===== config.mk =====
export PLATFORM = sky130hd
export DESIGN_NAME = lud_div
export DESIGN_NICKNAME = d
export VERILOG_FILES = /design/src/sv/lud_pkg.sv /design/src/sv/lud_div.sv
export SDC_FILE = /design/constraint.sdc
export NUM_CORES = 1
export LEC_CHECK = 0
export ABC_AREA = 1
export ABC_CLOCK_PERIOD_IN_PS = 2350
export BUFFER_PORTS_ARGS = -buffer_cell sky130_fd_sc_hd__buf_2
export CORE_MARGIN = 5
export CORE_UTILIZATION = 45
export DETAILED_ROUTE_END_ITERATION = 8
export GPL_TIMING_DRIVEN = 0
export SLEW_MARGIN = 20
export SYNTH_ARGS = -nofsm -noshare
export SYNTH_HDL_FRONTEND = slang
export SYNTH_SLANG_ARGS = --single-unit

===== constraint.sdc =====
create_clock -name clk -period 2.35 [get_ports clk]
set_input_delay 0.235 -clock clk [delete_from_list [all_inputs] [get_ports clk]]
set_output_delay 0.235 -clock clk [all_outputs]
set_load 0.03 [all_outputs]

===== src/sv/lud_pkg.sv =====
// lud_pkg: shared constants, types and arithmetic helpers for the lu block
// no dependencies; imported by the interfaces, the divider and the top level
package lud_pkg;

  localparam int MAX_DIM   = 4;
  localparam int MIN_DIM   = 2;
  localparam int FRAC_BITS = 16;
  localparam int DATA_W    = 32;
  localparam int CELLS     = MAX_DIM * MAX_DIM;
  localparam int IDX_W     = $clog2(CELLS);
  localparam int DIM_W     = $clog2(MAX_DIM);
  localparam int POS_W     = 2;
  localparam int SIZE_W    = 3;
  localparam int CNT_W     = 5;
  localparam int ACC_W     = DATA_W + 4;
  localparam int PROD_W    = 2 * DATA_W;
  localparam int PADDR_W   = 3;
  localparam int DSTEP_W   = 4;

  localparam logic signed [DATA_W-1:0] ONE_FX  = DATA_W'(64'd1 << FRAC_BITS);
  localparam logic signed [DATA_W-1:0] FX_MAX  = {1'b0, {(DATA_W-1){1'b1}}};
  localparam logic signed [DATA_W-1:0] FX_MIN  = {1'b1, {(DATA_W-1){1'b0}}};
  localparam logic signed [PROD_W-1:0] ROUND_C = PROD_W'(64'd1 << (FRAC_BITS - 1));

  localparam logic [SIZE_W-1:0] RESET_SIZE = SIZE_W'(MAX_DIM);

  // register byte addresses
  localparam logic [PADDR_W-1:0] REG_MATRIX_SIZE = '0;

  // determinant step operations
  localparam logic [1:0] DOP_FIRST = 2'd0;
  localparam logic [1:0] DOP_SUB   = 2'd1;
  localparam logic [1:0] DOP_ADD   = 2'd2;

  localparam logic [DSTEP_W-1:0] DET3_BASE = DSTEP_W'(0);
  localparam logic [DSTEP_W-1:0] DET2_BASE = DSTEP_W'(9);

  typedef struct packed {
    logic signed [DATA_W-1:0] val;
    logic                     sat;
  } fx_res_t;

  typedef struct packed {
    logic             a_tmp;   // operand a from a minor register
    logic [IDX_W-1:0] a_idx;
    logic [IDX_W-1:0] b_idx;
    logic [1:0]       op;
    logic             store;   // keep the result as a minor
    logic [1:0]       t_idx;
    logic             last;
  } det_step_t;

  function automatic fx_res_t sat_acc(input logic signed [ACC_W-1:0] a);
    fx_res_t r;
    r.sat = !((&a[ACC_W-1:DATA_W-1]) || !(|a[ACC_W-1:DATA_W-1]));
    r.val = r.sat ? (a[ACC_W-1] ? FX_MIN : FX_MAX) : a[DATA_W-1:0];
    return r;
  endfunction

  // round half up, floor shift, saturate
  function automatic fx_res_t mul_round(input logic signed [PROD_W-1:0] p);
    logic signed [PROD_W-1:0] s;
    logic signed [PROD_W-1:0] q;
    fx_res_t r;
    s = p + ROUND_C;
    q = s >>> FRAC_BITS;
    r.sat = !((&q[PROD_W-1:DATA_W-1]) || !(|q[PROD_W-1:DATA_W-1]));
    r.val = r.sat ? (q[PROD_W-1] ? FX_MIN : FX_MAX) : q[DATA_W-1:0];
    return r;
  endfunction

  function automatic logic [IDX_W-1:0] cell_idx(input logic [DIM_W-1:0] r,
                                                 input logic [DIM_W-1:0] c);
    return IDX_W'(int'(r) * MAX_DIM + int'(c));
  endfunction

  // cofactor programs: size 3 from DET3_BASE, size 2 from DET2_BASE
  function automatic det_step_t det_step(input logic [DSTEP_W-1:0] s);
    det_step_t d;
    d = '0;
    case (s)
      4'd0:    d = '{1'b0, IDX_W'(4), IDX_W'(8), DOP_FIRST, 1'b0, 2'd0, 1'b0};
      4'd1:    d = '{1'b0, IDX_W'(5), IDX_W'(7), DOP_SUB,   1'b1, 2'd0, 1'b0};
      4'd2:    d = '{1'b0, IDX_W'(3), IDX_W'(8), DOP_FIRST, 1'b0, 2'd0, 1'b0};
      4'd3:    d = '{1'b0, IDX_W'(5), IDX_W'(6), DOP_SUB,   1'b1, 2'd1, 1'b0};
      4'd4:    d = '{1'b0, IDX_W'(3), IDX_W'(7), DOP_FIRST, 1'b0, 2'd0, 1'b0};
      4'd5:    d = '{1'b0, IDX_W'(4), IDX_W'(6), DOP_SUB,   1'b1, 2'd2, 1'b0};
      4'd6:    d = '{1'b1, IDX_W'(0), IDX_W'(0), DOP_FIRST, 1'b0, 2'd0, 1'b0};
      4'd7:    d = '{1'b1, IDX_W'(1), IDX_W'(1), DOP_SUB,   1'b0, 2'd0, 1'b0};
      4'd8:    d = '{1'b1, IDX_W'(2), IDX_W'(2), DOP_ADD,   1'b0, 2'd0, 1'b1};
      4'd9:    d = '{1'b0, IDX_W'(0), IDX_W'(3), DOP_FIRST, 1'b0, 2'd0, 1'b0};
      4'd10:   d = '{1'b0, IDX_W'(1), IDX_W'(2), DOP_SUB,   1'b0, 2'd0, 1'b1};
      default: d = '{1'b0, IDX_W'(0), IDX_W'(0), DOP_FIRST, 1'b0, 2'd0, 1'b1};
    endcase
    return d;
  endfunction

endpackage


===== src/sv/lud_div.sv =====
// lud_div: bit-serial signed fixed-point divider, one quotient bit per cycle
// depends on lud_pkg
module lud_div import lud_pkg::*; (
  input  logic                     clk,
  input  logic                     rst_n,
  input  logic                     start,
  input  logic signed [DATA_W-1:0] num,
  input  logic signed [DATA_W-1:0] den,
  output logic                     done,
  output fx_res_t                  quot
);

  localparam int DVD_W  = DATA_W + FRAC_BITS;
  localparam int STEP_W = $clog2(DVD_W);

  logic              busy_r, busy_nxt;
  logic              done_r, done_nxt;
  logic [STEP_W-1:0] step_r, step_nxt;
  logic [DVD_W-1:0]  dvd_r, dvd_nxt;
  logic [DATA_W-1:0] rem_r, rem_nxt;
  logic [DATA_W-1:0] dsr_r, dsr_nxt;
  logic              neg_r, neg_nxt;
  logic [DATA_W:0]   trial;
  logic              qbit;
  logic [DATA_W-1:0] num_mag;
  logic              big_neg;

  assign num_mag = num[DATA_W-1] ? DATA_W'(-num) : DATA_W'(num);
  assign trial   = {rem_r, dvd_r[DVD_W-1]};
  assign qbit    = trial >= {1'b0, dsr_r};

  always_comb begin
    busy_nxt = busy_r;
    done_nxt = 1'b0;
    step_nxt = step_r;
    dvd_nxt  = dvd_r;
    rem_nxt  = rem_r;
    dsr_nxt  = dsr_r;
    neg_nxt  = neg_r;
    if (start) begin
      busy_nxt = 1'b1;
      step_nxt = '0;
      dvd_nxt  = {num_mag, {FRAC_BITS{1'b0}}};
      rem_nxt  = '0;
      dsr_nxt  = den[DATA_W-1] ? DATA_W'(-den) : DATA_W'(den);
      neg_nxt  = num[DATA_W-1] ^ den[DATA_W-1];
    end else if (busy_r) begin
      rem_nxt = qbit ? DATA_W'(trial - {1'b0, dsr_r}) : trial[DATA_W-1:0];
      dvd_nxt = {dvd_r[DVD_W-2:0], qbit};
      if (step_r == STEP_W'(DVD_W - 1)) begin
        busy_nxt = 1'b0;
        done_nxt = 1'b1;
      end else begin
        step_nxt = step_r + 1'b1;
      end
    end
  end

  always_ff @(posedge clk) begin
    if (!rst_n) begin
      busy_r <= 1'b0;
      done_r <= 1'b0;
    end else begin
      busy_r <= busy_nxt;
      done_r <= done_nxt;
    end
    step_r <= step_nxt;
    dvd_r  <= dvd_nxt;
    rem_r  <= rem_nxt;
    dsr_r  <= dsr_nxt;
    neg_r  <= neg_nxt;
  end

  // magnitude above 2^31 cannot be represented even when negated
  assign big_neg = (|dvd_r[DVD_W-1:DATA_W]) ||
                   (dvd_r[DATA_W-1] && (|dvd_r[DATA_W-2:0]));

  always_comb begin
    if (!neg_r) begin
      quot.sat = |dvd_r[DVD_W-1:DATA_W-1];
      quot.val = quot.sat ? FX_MAX : dvd_r[DATA_W-1:0];
    end else begin
      quot.sat = big_neg;
      quot.val = big_neg ? FX_MIN : DATA_W'(-dvd_r[DATA_W-1:0]);
    end
  end

  assign done = done_r;

endmodule


Word-level counts from Yosys, hierarchy flattened:

Cells that the tools add are included.
W data, S select, Z words.

* add/sub/neg operators: 5
* order comparisons: 1
* eq/ne operators: 1
* multiplexer cells: 12
* bitwise operators: 4
* reductions and logical operators: 8

Operators with widths (number)
* $mux W32: 4
* $mux W48: 2
* $neg A32 Y32: 3
* $ge A33 B32 Y1: 1
* $mux W33: 1
* $sub A32 B32 Y32: 1
* $mux W31: 1
* $reduce_or A31 Y1: 1
* $reduce_or A17 Y1: 1
* $reduce_or A16 Y1: 1
* $add A6 B1 Y6 const B: 1
* $eq A6 B6 Y1 const B: 1
* $mux W1: 4
* $not A1 Y1: 3
* $reduce_or A3 Y1: 1
* $reduce_and A2 Y1: 1
* $reduce_bool A2 Y1: 1
* $logic_and A1 B1 Y1: 1
* $logic_or A1 B1 Y1: 1
* $xor A1 B1 Y1: 1

* register bits: 121
* input bits: 67
* logic and storage cells: 40

Depth between registers and ports, before layout:

* depth after elaboration: 5
* mapped depth: 17
* depth with buffers taken out: 16

Least setup slack after synthesis:

No wires, ideal clock.

* path kind: register to output
* from: register dvd_r[1]
* to: output port quot[3] in the netlist's numbering
* arrival time: 2.117 ns
* slack: -0.002 ns
* cell stages (with the launch flop): 11
* cells stage by stage: dfxtp_1 > inv_1 > ha_1 > nand3_2 > nor2_2 > nand2_2 > o21ai_2 > nand2_2 > nor2_4 > inv_2 > o21ai_0

RTL lines
* from (decl): line lud_div.sv:19 `logic [DVD_W-1:0] dvd_r, dvd_nxt;`
* from (signal assigned): line lud_div.sv:68 `dvd_r <= dvd_nxt;`
* to (decl): line lud_div.sv:10 `output fx_res_t quot`

==> metrics.yaml <==
clock_tree:
  ctsHoldBuffers: 0
  cts_tree: "built"
  clkSlewWorstSetupHoldPaths_ps: 60
  cts_made_buffers: 17
  clock_latency_ps: 420
  cts-root-buf: "clkbuf_16"
  cts.htree.levels: 4
  cts.sinks: 121
  ctsLongestPathBuffers: 2
yosys:
  ys_seq_area_share_pct: 30.2
  synthTopCellsByArea: "edfxtp_1 (19%), nand2_1 (16%), dfxtp_1 (11%)"
  synth_top_area_share_pct: 19.2
  ys_seq_elements: 121
  synth_edf_count: 65
  synth_nets: 1677
  syn_avg_cell_area_sq_um: 6.47
  synthTopCellsByCount: "nand2_1 (429), inv_1 (273), nand3_1 (143)"
  yosys_warnings: 0
  synth_area_sq_um: 10200
  yosysMostFrequentCell: "nand2_1"
  synth_ff_type: "edfxtp_1"
  synth_top_area_cell: "edfxtp_1"
  ys_async_sr_fraction_pct: 0
  ys_types: 44
  synth_cells: 1573
critical_path:
  reg2regPathDepth: 14
  required_ps: 2120
  worst_setup_path_end_kind: "primary output"
  startpoint_type: "register"
  reg2reg_to: "rem_r[21]"
  ff2ff_setup_slack_ps: 90
  cp_max_fo: 10
  r2r-start: "dsr_r[7]"
  critical_path_class: "reg2out"
  arrival_ps: 2320
floorplanning:
  coreArea_sq_um: 22400
  die_h_um: 160
  die_w_um: 160
  die-area_sq_um: 25700
  rows: 55
  initial_core_util_pct: 45.4
  io_pins: 101
timing:
  setup_violations: 33
  tightest_slew_ps: 770
  rsz0062_at_grt: "true"
  fin_crit_ps: 2560
  max-slew-margin-rel_pct: 48.7
  hold-worst-slack_ps: 43.3
  fin_crit_sh_pct: 109
  final-max-slew-violation-count: 0
  fmax_mhz: 391
  finClkSkew_ps: 15.0
  timing.final.hold_violations: 0
  finalWorstSetupSlack_ps: -207
global_route:
  grt_max_degree: 35
  track_usage_pct: 24.8
  antenna_found_initial: 3
  overflow: 0
  grt_pass1_vias: 9690
  grt_pass1_wl_mm: 51.0
hold_path:
  min-delay-start: "den[0]"
  hold_depth: 1
  hold_path_end: "dsr_r[0]"
  hold_path_class: "in2reg"
routing:
  drc: 0
  drt_first_pass_iters: 7
  ant_nets: 0
  vias: 10506
  vias_per_cell: 5.21
  routed_wl_mm: 32.9
  wl_per_cell_um: 16.3
  drt_iter0_drc: 767
run:
  cap_violations: 0
power_and_ir_drop:
  power_density_nw_per_um2: 517
  leakage_nw: 6.23
  ir_drop_mv: 0.440
status:
  violations: "setup timing"
  status: "finished, violations left"
finish:
  syn_to_final_growth_pct: 24.3
  drive_above_1_share_pct: 19.2
  nNetsFinal: 1821
  stdcell_count: 2017
placement:
  port_buffers: 98
  post-place-cells: 1957
  dp_hpwl_mm: 25.8
  routabilityCongestion: 0.967
-- critical path, stage by stage, from the launching register on --
cell and delay (ps):
dfxtp_1 370, inv_1 120, nand2_1 70, inv_1 100, nand3_2 100, nor2_4 110, nand2_2 90, o21ai_2 180
nand2_4 80, nor2_4 120, inv_4 80, buf_12 160, o21ai_1 130, buf_4 180
-- logic make-up (layout without fill, tap and decap cells) --
| family | after synthesis | count (layout) | share of synthesized area [%] |
|---|---|---|---|
| adder cells (fa/ha/maj) | 37 | 37 | 4.62 |
| other | 0 | 2 | 0 |
| AO/OA/AOI/OAI | 208 | 208 | 11.2 |
| AND/OR/NAND/NOR | 816 | 816 | 35.4 |
| XOR/XNOR | 69 | 69 | 5.94 |
| flip-flops | 121 | 121 | 30.2 |
| buffers and inverters | 322 | 479 | 12.6 |
-- cell usage in the layout (no fill, tap or decap), drive strengths merged --
master / n
nor2: 140
ha: 36
bufinv: 2
nor4b: 1
dfxtp: 56
a21oi: 48
and2: 1
fa: 1
nor3: 26
or2: 8
nand3b: 13
nor3b: 3
clkbuf: 48
buf: 141
nand2: 441
o21a: 1
nand3: 154
xnor2: 16
a32o: 1
o21ai: 123
nand4: 25
clkinvlp: 1
clkinv: 8
o21ba: 1
o22ai: 24
inv: 279
a31oi: 2
edfxtp: 65
o31ai: 2
nor4: 4
o32ai: 1
o211ai: 2
diode: 2
o21bai: 3
xor2: 53
-- worst max path at each step --
stage / cells past startpoint / slack, ps / from / end
2_1_floorplan: 10 / -2 / dvd_r[1] / quot[3]
3_3_place_gp: 5 / -1370 / start / dvd_r[44]
3_5_place_dp: 6 / -420 / start / dvd_r[44]
4_1_cts: 9 / -230 / dvd_r[39] / quot[18]
5_1_grt: 13 / -330 / dvd_r[6] / quot[18]
6_report: 13 / -210 / dvd_r[6] / quot[25]
-- power breakdown --
part	total [mW]	leakage, nW	switching, mW	internal [mW]
registers	2.45	1.11	0.0702	2.38
logic	1.44	4.83	0.942	0.501
clock network	2.64	0.287	0.984	1.65
-- what timing repair did --
item / CTS / global route
setup buffers: 11 / 14
resized for setup: 126 / 92
setup endpoints to repair: 43 / 94
pin swaps: 8 / 10
cloned: 0 / 1
-- sequential cells by signal (all words and copies together), names as in the netlist --
register,flops
dvd_r,48
step_r,6
neg_r,1
done,1
rem_r,32
busy_r,1
dsr_r,32
-- routing by layer --
metal  track usage (%)  vias up  wire length (um)  part of all wire (%)
met3              4.31       40              2060                   6.3
met4              5.79        4               560                   1.7
met2              41.0      315             15600                    47
met1              33.9     4797             14700                    45
met5                 0        -                14                 0.043
li1                  -     5350                 -                     -
-- metrics by stage --
stage	setup slack, ps	setup TNS [ps]	area (sq um)	utilization, %	total power, mW
after floorplan	-1.65	-9.90	10200	-	3.28
after global placement	-1370	-67020	11000	49.1	3.70
after detailed placement	-420	-25360	11000	49.2	3.71
after CTS	-229	-6130	12100	54.0	6.45
after global routing	-331	-9470	12600	56.4	6.82
final	-207	-5040	12600	56.4	6.53
-- cell type report --
type,instances,area (sq um)
multi-input cells,1130,6400
well taps,285,357
clock buffers,22,475
clock inverters,10,116
plain buffers,42,302
inverters,280,1060
diodes,2,5.00
repair buffers,125,852
flip-flops and latches,121,3080
fillers,2237,9790
(Power assumes the default switching activity.)
